**src/rtl/olte_pkg.sv**
```systemverilog
// shared constants, codes and port structs of the ordered list table engine
package olte_pkg;

  localparam int CAPACITY = 64;
  localparam int DATA_W   = 32;
  localparam int IDX_W    = $clog2(CAPACITY);
  localparam int CNT_W    = $clog2(CAPACITY + 1);
  localparam int POS_W    = 6;
  localparam int ENTRY_W  = 7;

  typedef logic [2:0] action_t;
  typedef logic [1:0] status_t;

  localparam action_t ACT_HEAD    = 3'd0;
  localparam action_t ACT_TAIL    = 3'd1;
  localparam action_t ACT_AFTER   = 3'd2;
  localparam action_t ACT_ORDERED = 3'd3;
  localparam action_t ACT_REMOVE  = 3'd4;
  localparam action_t ACT_SEARCH  = 3'd5;

  localparam status_t STAT_OK   = 2'd0;
  localparam status_t STAT_FULL = 2'd1;
  localparam status_t STAT_MISS = 2'd2;

  // table memory write port
  typedef struct packed {
    logic                     we;
    logic [IDX_W-1:0]         addr;
    logic signed [DATA_W-1:0] data;
  } wr_port_t;

  // table memory read port
  typedef struct packed {
    logic             re;
    logic [IDX_W-1:0] addr;
  } rd_port_t;

endpackage

```
**src/rtl/olte_in_if.sv**
```systemverilog
// request channel: operation code and operand values
interface olte_in_if import olte_pkg::*; ();
  logic                     valid;
  logic                     ready;
  action_t                  action;
  logic signed [DATA_W-1:0] item_value;
  logic signed [DATA_W-1:0] reference_value;

  modport source (output valid, action, item_value, reference_value, input ready);
  modport sink (input valid, action, item_value, reference_value, output ready);
endinterface

```
**src/rtl/olte_out_if.sv**
```systemverilog
// response channel: status, value, position and entry count
interface olte_out_if import olte_pkg::*; ();
  logic                     valid;
  logic                     ready;
  status_t                  status;
  logic signed [DATA_W-1:0] result_value;
  logic [POS_W-1:0]         position;
  logic [ENTRY_W-1:0]       entry_count;

  modport source (output valid, status, result_value, position, entry_count, input ready);
  modport sink (input valid, status, result_value, position, entry_count, output ready);
endinterface

```
**src/rtl/olte_ram.sv**
```systemverilog
// table memory: one write port, one read port with registered read data
module olte_ram import olte_pkg::*; (
  input  logic                     clk,
  input  wr_port_t                 wr,
  input  rd_port_t                 rd,
  output logic signed [DATA_W-1:0] rd_data
);

  logic signed [DATA_W-1:0] mem [CAPACITY];

  // write and registered read
  always_ff @(posedge clk) begin
    if (wr.we) begin
      mem[wr.addr] <= wr.data;
    end
    if (rd.re) begin
      rd_data <= mem[rd.addr];
    end
  end

endmodule

```
**src/rtl/olte_ctrl.sv**
```systemverilog
// sequencer: walks the table memory at most once per operation, shifting entries in flight
module olte_ctrl import olte_pkg::*; (
  input  logic                     clk,
  input  logic                     rst,
  olte_in_if.sink                  req,
  olte_out_if.source               rsp,
  output wr_port_t                 wr,
  output rd_port_t                 rd,
  input  logic signed [DATA_W-1:0] rd_data
);

  typedef enum logic [3:0] {
    S_IDLE   = 4'b0001,
    S_SCAN   = 4'b0010,
    S_FINISH = 4'b0100,
    S_REPLY  = 4'b1000
  } state_t;

  state_t                   state;
  action_t                  action;
  logic signed [DATA_W-1:0] item;
  logic signed [DATA_W-1:0] ref_val;
  logic [CNT_W-1:0]         count;
  logic [CNT_W-1:0]         rd_idx;
  logic                     rd_vld;
  logic [IDX_W-1:0]         rd_k;
  logic                     hit;
  logic                     after_pend;
  logic signed [DATA_W-1:0] carry;
  logic [IDX_W-1:0]         pos;
  logic signed [DATA_W-1:0] rval;
  status_t                  res_status;

  logic                     out_valid;
  status_t                  out_status;
  logic signed [DATA_W-1:0] out_value;
  logic [POS_W-1:0]         out_pos;
  logic [ENTRY_W-1:0]       out_count;

  logic is_insert;
  logic is_full;
  logic ins_here;
  logic match_item;
  logic match_ref;
  logic item_less;
  logic item_greater;
  logic search_hit;

  assign req.ready   = (state == S_IDLE);
  assign rsp.valid   = out_valid;
  assign rsp.status  = out_status;
  assign rsp.result_value = out_value;
  assign rsp.position     = out_pos;
  assign rsp.entry_count  = out_count;

  // operation class and compares against the entry just read
  assign is_insert    = action inside {ACT_HEAD, ACT_TAIL, ACT_AFTER, ACT_ORDERED};
  assign is_full      = (count == CNT_W'(CAPACITY));
  assign match_item   = (rd_data == item);
  assign match_ref    = (rd_data == ref_val);
  assign item_less    = (item < rd_data);
  assign item_greater = (item > rd_data);
  assign search_hit   = rd_vld && !hit && match_item && (action == ACT_SEARCH);

  // read port walks ascending indices below count
  assign rd.re   = (state == S_SCAN) && (rd_idx < count);
  assign rd.addr = rd_idx[IDX_W-1:0];

  // insert point and write-back of shifted entries
  always_comb begin
    ins_here = 1'b0;
    wr.we    = 1'b0;
    wr.addr  = rd_k;
    wr.data  = carry;
    if (state == S_SCAN && rd_vld) begin
      case (action)
        ACT_HEAD:    ins_here = !hit;
        ACT_AFTER:   ins_here = !hit && after_pend;
        ACT_ORDERED: ins_here = !hit && ((rd_k == '0) ? item_less : !item_greater);
        default:     ins_here = 1'b0;
      endcase
      if (is_insert) begin
        if (hit) begin
          wr.we = 1'b1;
        end else if (ins_here) begin
          wr.we   = 1'b1;
          wr.data = item;
        end
      end else if (action == ACT_REMOVE && hit) begin
        wr.we   = 1'b1;
        wr.addr = IDX_W'(rd_k - 1'b1);
        wr.data = rd_data;
      end
    end else if (state == S_FINISH && is_insert && !is_full) begin
      // last displaced entry, or the new item at the tail
      wr.we   = 1'b1;
      wr.addr = count[IDX_W-1:0];
      wr.data = hit ? carry : item;
    end
  end

  // response valid flag: set when the result is loaded, cleared when taken
  always_ff @(posedge clk) begin
    if (rst) begin
      out_valid <= 1'b0;
    end else if (state == S_REPLY && (!out_valid || rsp.ready)) begin
      out_valid <= 1'b1;
    end else if (rsp.ready) begin
      out_valid <= 1'b0;
    end
  end

  // sequencer and response register
  always_ff @(posedge clk) begin
    if (rst) begin
      state     <= S_IDLE;
      count     <= '0;
      rd_vld    <= 1'b0;
    end else begin
      case (state)
        S_IDLE: begin
          if (req.valid) begin
            action     <= req.action;
            item       <= req.item_value;
            ref_val    <= req.reference_value;
            hit        <= 1'b0;
            after_pend <= 1'b0;
            pos        <= '0;
            rval       <= '0;
            rd_vld     <= 1'b0;
            // tail insert, insert into a full table and unused codes skip the walk
            if (req.action == ACT_TAIL || req.action > ACT_SEARCH ||
                (req.action <= ACT_ORDERED && is_full)) begin
              rd_idx <= count;
            end else begin
              rd_idx <= '0;
            end
            state <= S_SCAN;
          end
        end
        S_SCAN: begin
          rd_vld <= rd.re && !search_hit;
          rd_k   <= rd_idx[IDX_W-1:0];
          if (rd.re) begin
            rd_idx <= rd_idx + 1'b1;
          end
          if (rd_vld) begin
            if (is_insert) begin
              if (hit || ins_here) begin
                carry <= rd_data;
              end
              if (ins_here) begin
                hit <= 1'b1;
                pos <= rd_k;
              end
              if (action == ACT_AFTER && !after_pend && match_ref) begin
                after_pend <= 1'b1;
              end
            end else if (!hit && match_item) begin
              hit  <= 1'b1;
              pos  <= rd_k;
              rval <= rd_data;
            end
          end
          if (search_hit || (!rd.re && !rd_vld)) begin
            state  <= S_FINISH;
          end
        end
        S_FINISH: begin
          if (is_insert) begin
            if (is_full) begin
              res_status <= STAT_FULL;
            end else begin
              res_status <= STAT_OK;
              count      <= count + 1'b1;
              if (!hit) begin
                pos <= count[IDX_W-1:0];
              end
            end
          end else if ((action == ACT_REMOVE || action == ACT_SEARCH) && hit) begin
            res_status <= STAT_OK;
            if (action == ACT_REMOVE) begin
              count <= count - 1'b1;
            end
          end else begin
            res_status <= STAT_MISS;
          end
          state <= S_REPLY;
        end
        S_REPLY: begin
          if (!out_valid || rsp.ready) begin
            out_status <= res_status;
            out_value  <= rval;
            out_pos    <= POS_W'(pos);
            out_count  <= ENTRY_W'(count);
            state      <= S_IDLE;
          end
        end
        default: begin
          state <= S_IDLE;
        end
      endcase
    end
  end

  // the table never holds more than its capacity
  a_count_bound: assert property (@(posedge clk) disable iff (rst)
    count <= CNT_W'(CAPACITY))
    else $error("entry count above capacity");

  // count moves only in the finish step
  a_count_hold: assert property (@(posedge clk) disable iff (rst)
    (state != S_FINISH) |=> $stable(count))
    else $error("entry count changed outside finish");

  // an accepted insert into a non-full table adds exactly one entry
  a_insert_grows: assert property (@(posedge clk) disable iff (rst)
    (state == S_FINISH && is_insert && !is_full) |=>
      (count == CNT_W'($past(count) + 1'b1)))
    else $error("insert did not add one entry");

  // read and write never meet on the same entry in one cycle
  a_no_overlap: assert property (@(posedge clk) disable iff (rst)
    (wr.we && rd.re) |-> (wr.addr != rd.addr))
    else $error("read and write collide on one entry");

  // a search leaves the table memory untouched
  a_search_ro: assert property (@(posedge clk) disable iff (rst)
    (action == ACT_SEARCH) |-> !wr.we)
    else $error("search wrote the table");

endmodule

```
**src/rtl/ordered_list_table_engine_top.sv**
```systemverilog
// Ordered list table engine: top level with sequencer and table memory.
// The walk reads one table entry per cycle through the single read port.
// Search stops at the first match; tail insert, full-table reject, empty table and
// unused codes skip the walk.
// Throughput: one item at a time; the next beat is taken only after the result is loaded.
// Reset clears the entry count and control; table memory contents are not cleared.
module ordered_list_table_engine_top import olte_pkg::*; (
  input  logic       clk,
  input  logic       rst,
  olte_in_if.sink    req,
  olte_out_if.source rsp
);

  wr_port_t                 wr;
  rd_port_t                 rd;
  logic signed [DATA_W-1:0] rd_data;

  // operation sequencer
  olte_ctrl u_ctrl (
    .clk     (clk),
    .rst     (rst),
    .req     (req),
    .rsp     (rsp),
    .wr      (wr),
    .rd      (rd),
    .rd_data (rd_data)
  );

  // entry storage
  olte_ram u_ram (
    .clk     (clk),
    .wr      (wr),
    .rd      (rd),
    .rd_data (rd_data)
  );

endmodule

```
**src/flat_wrapper.sv**
```systemverilog
// flat-port wrapper written by rule: the top's interface ports become plain ports
module ordered_list_table_engine_top_flat import olte_pkg::*;
  (clk, rst, req_valid, req_action, req_item_value, req_reference_value, req_ready, rsp_valid, rsp_status, rsp_result_value, rsp_position, rsp_entry_count, rsp_ready);
  olte_in_if req_i ();
  olte_out_if rsp_i ();
  input  logic clk;
  input  logic rst;
  input wire logic [$bits(req_i.valid)-1:0] req_valid;
  input wire logic [$bits(req_i.action)-1:0] req_action;
  input wire logic [$bits(req_i.item_value)-1:0] req_item_value;
  input wire logic [$bits(req_i.reference_value)-1:0] req_reference_value;
  output wire logic [$bits(req_i.ready)-1:0] req_ready;
  output wire logic [$bits(rsp_i.valid)-1:0] rsp_valid;
  output wire logic [$bits(rsp_i.status)-1:0] rsp_status;
  output wire logic [$bits(rsp_i.result_value)-1:0] rsp_result_value;
  output wire logic [$bits(rsp_i.position)-1:0] rsp_position;
  output wire logic [$bits(rsp_i.entry_count)-1:0] rsp_entry_count;
  input wire logic [$bits(rsp_i.ready)-1:0] rsp_ready;
  assign req_i.valid = req_valid;
  assign req_i.action = req_action;
  assign req_i.item_value = req_item_value;
  assign req_i.reference_value = req_reference_value;
  assign req_ready = req_i.ready;
  assign rsp_valid = rsp_i.valid;
  assign rsp_status = rsp_i.status;
  assign rsp_result_value = rsp_i.result_value;
  assign rsp_position = rsp_i.position;
  assign rsp_entry_count = rsp_i.entry_count;
  assign rsp_i.ready = rsp_ready;
  ordered_list_table_engine_top u_core (.clk(clk), .rst(rst), .req(req_i), .rsp(rsp_i));
endmodule
```
**config.mk**
```make
export PLATFORM = sky130hd
export DESIGN_NAME = ordered_list_table_engine_top_flat
export DESIGN_NICKNAME = d
export VERILOG_FILES = /design/src/rtl/olte_pkg.sv /design/src/rtl/olte_in_if.sv /design/src/rtl/olte_out_if.sv /design/src/rtl/olte_ram.sv /design/src/rtl/olte_ctrl.sv /design/src/rtl/ordered_list_table_engine_top.sv /design/src/flat_wrapper.sv
export SDC_FILE = /design/constraint.sdc
export NUM_CORES = 2
export LEC_CHECK = 0
export BUFFER_PORTS_ARGS = -buffer_cell sky130_fd_sc_hd__buf_2
export CAP_MARGIN = 40
export CORE_UTILIZATION = 38
export DETAILED_ROUTE_END_ITERATION = 16
export HOLD_SLACK_MARGIN = 0.15
export REMOVE_ABC_BUFFERS = 1
export SYNTH_ARGS = -nofsm -noshare
export SYNTH_HDL_FRONTEND = slang
export SYNTH_SLANG_ARGS = --single-unit
```
**constraint.sdc**
```tcl
create_clock -name clk -period 8.05 [get_ports clk]
set_clock_uncertainty 0.05 [all_clocks]
set_input_delay 1.2075 -clock clk [delete_from_list [all_inputs] [get_ports clk]]
set_output_delay 1.2075 -clock clk [all_outputs]
set_load 0.005 [all_outputs]
```
==> metrics.csv <==
stage;metric;value;unit
cts;clk_root_buffer_cell;clkbuf_16;
critical_path;slowest_delay;820;ps
critical_path;r2r_start;u_core.u_ram.rd_data[14];
drt;maxUsedRoutingLayer;met4;
drt;wl;229200;um
synthesis;yosys_warnings;0;
synthesis;ys_ff_latch;2294;
critical_path;start_kind;flip-flop;
critical_path;cpMaxStageDelayCell;nor2_4;
grt;antenna_found_initial;13;
sta;min_period_over_period;63.88;%
min_path;hold_end;u_core.u_ctrl.rsp.result_value[0];
place;hpwl;133800;um
synthesis;syn_area;89120;um^2
sta;setup_ws;2907;ps
min_path;holdCritStartpoint;u_core.u_ctrl.rval[0];
sta;setup_violations;0;
synthesis;syn_avg_cell_area;23.02;um^2
drt;drc;0;
critical_path;cp_max_fo;20;
cts;clock_latency;870;ps
job;cap_violations;0;
critical_path;rrSetupSlack;2910;ps
layout;fillers;19310;
floorplanning;die_w;486.3;um
layout;final_cell_mix;edfxtp_1 (2281), mux4_2 (672), clkbuf_16 (227);
layout;utilization;44.17;%
sta;slew_violations;0;
pwr;power_leakage;0.03153;uW
floorplanning;die-area;236500;um^2
synthesis;syn_inst;3871;
min_path;hold_class;flip-flop to flip-flop;
cts;cts_tree;yes;
layout;area_growth;15.34;%
critical_path;path_class;flip-flop to flip-flop;
min_path;hold_path_depth;0;
cts;cts_max_level;4;
pwr;ir_worst_vdd;0.0002311;V
sta;fin_crit;5143;ps
critical_path;crit_required;8520;ps
sta;tightest_slew;972.2;ps
layout;nets;4299;
layout;drive_gt1_share;31.74;%
drt;met3WireLength;15100;um
grt;grt_pass1_wl;327200;um
cts;cts-resized-gates;0;
floorplanning;rows;177;
place;portBuffers;119;
cts;hold_buffers;0;
floorplanning;die_y;486.3;um
pwr;power.total;24270;uW
floorplanning;ios;120;
grt;grt_max_degree;133;
cts;cts_num_sinks;2294;
floorplanning;core;232800;um^2
drt;wl_per_cell;30.53;um
sta;grt_setup_unrepaired;false;
cts;clk_pin_slew;60;ps
grt;grt_usage;19.42;%
drt;drtIter0Drc;4906;
critical_path;reg2reg_depth;12;
sta;slew_headroom;35.19;%
layout;mostFrequentLayoutCell;edfxtp_1;
cts;cts_buffers;224;
layout;final_cells;7509;
drt;m1WireLength;97830;um
place;placed_cells;7086;
critical_path;cp_data_arrival_time;5610;ps
drt;vias_per_cell;5.662;
critical_path;r2r-end;u_core.u_ram.mem[57][24];
drt;first_pass_iters;5;
cts;clock_path_buffers;3;
drt;wl_met2;111200;um
grt;grt_pass1_vias;42940;
synthesis;yosysSeqAreaShare;77.15;%
critical_path;endpoint_kind;flip-flop;
critical_path;cp_cell_sequence;inv_1 -> ha_1 -> a21oi_1 -> nand2_1 -> a211o_1 -> o32ai_1 -> a31oi_4 -> buf_4 -> a21boi_2 -> nand2_1 -> nor2_4 -> buf_4;
sta;hold_violations;0;
grt;overflow;0;
place;dp_worst_setup_slack;2999;ps
sta;fin_hold_ws;363.0;ps
place;gp_routability_congestion;0.8917;
pwr;power.density;236.1;nW/um^2
run_status;outcome;finished clean;
drt;vias;42520;
synthesis;ys_types;63;
cts;post_cts_buffers;0;
drt;final_antenna_net_count;0;
synthesis;synth-edff-count;2281;
synthesis;ys.flop_type;edfxtp_1;
sta;max_freq;0.1945;GHz
synthesis;async_flop_share;0;%
floorplanning;start_util;38.29;%
critical path, delay by kind of cell, from the launching register on:
kind            cells  cell delay (ps)
compound gates      5             1570
fa+ha+maj           1              260
buf+inv             3              940
flops               1              470
simple gates        3             1430
layout make-up:
class	count	area [um^2]	share of cell area [%]
diodes	7	17.52	0.01704
clock buffers	282	5907	5.746
clock inverters	133	1176	1.144
inverters	81	304.0	0.2958
multi-input cells	1301	20360	19.81
flip-flops and latches	2294	68760	66.89
well taps	3132	3919	3.812
repair buffers	279	2354	2.289
registers in the layout, summed over array words and instances (netlist names):
signal	flops
u_core.u_ctrl.state	4
u_core.u_ctrl.rsp.result_value	32
u_core.u_ctrl.after_pend	1
u_core.u_ctrl.count	7
u_core.u_ctrl.rsp.valid	1
u_core.u_ctrl.action	3
u_core.u_ctrl.rsp.status	2
u_core.u_ctrl.rsp.entry_count	7
u_core.u_ctrl.rd_idx	7
u_core.u_ctrl.rd_k	6
u_core.u_ctrl.rd_vld	1
u_core.u_ctrl.item	32
u_core.u_ctrl.rsp.position	6
u_core.u_ctrl.carry	32
u_core.u_ctrl.rval	32
u_core.u_ctrl.hit	1
u_core.u_ctrl.pos	6
u_core.u_ctrl.ref_val	32
u_core.u_ram.mem	2048
u_core.u_ctrl.res_status	2
u_core.u_ram.rd_data	32
layer usage:
metal  vias to the layer above  track usage [%]
met5                         -                0
met4                         0            4.911
met3                       291            2.855
met2                      1724            31.30
met1                     23340            27.75
li1                      17160                -
Yosys cell counts, drive strengths merged, types with 2 or more instances:
library cell	n	area [um^2]
nor2	165	624.4
and3	3	18.77
xor2	23	201.4
mux2i	34	340.3
nor3b	2	15.01
nor3	4	20.02
o211ai	4	30.03
edfxtp	2281	68500
nor4	10	77.57
nor4b	2	17.52
nand4	17	106.4
a21oi	95	479.2
o22ai	4	25.02
buf	88	399.1
dfxtp	13	260.3
ha	46	575.6
clkbuf	107	401.6
o21a	6	45.04
inv	81	304.0
or3	2	12.51
a211o	2	17.52
nand2b	4	25.02
mux4	672	15130
a21o	8	60.06
nor2b	6	42.54
o221ai	68	614.3
nand3	13	65.06
or4b	3	30.03
nand2	44	182.7
and2	8	52.55
a211oi	2	15.01
xnor2	19	166.4
o21ai	15	75.07
worst max-delay path by stage:
stage,startpoint,end,slack [ps],depth (start not counted)
floorplan,u_core.u_ctrl.rd_idx[0],u_core.u_ctrl.rd_k[0],-14220,0
global placement,u_core.u_ram.rd_data[14],u_core.u_ram.mem[58][25],3030,12
detailed placement,u_core.u_ram.rd_data[14],u_core.u_ram.mem[57][25],3000,12
CTS,u_core.u_ram.rd_data[14],u_core.u_ram.mem[57][24],2920,12
global route,u_core.u_ctrl.state[3],u_core.u_ram.mem[57][24],2710,11
finish,u_core.u_ram.rd_data[14],u_core.u_ram.mem[57][24],2910,12
power by group:
group          internal (uW)  switching, uW
sequential             13100           28.6
combinational            423            567
clock                   5750           4450
total                  19200           5050
cell families after synthesis:
| family | share of synthesized area, % |
|---|---|
| buffers and inverters | 1.240 |
| DFF | 77.15 |
| and+or+nand+nor | 1.492 |
| xor gates and xnor gates | 0.4127 |
| AOI/OAI and AO/OA | 1.676 |
| adders and majority gates | 0.6683 |
| muxes | 17.36 |
metrics by stage:
step / area (um^2) / TNS, ps
after floorplan: 88320 / -1073460
after global placement: 95040 / 0
after detailed placement: 95680 / 0
after CTS: 102800 / 0
after global routing: 102800 / 0
final: 102800 / 0
(Power assumes the default switching activity.)
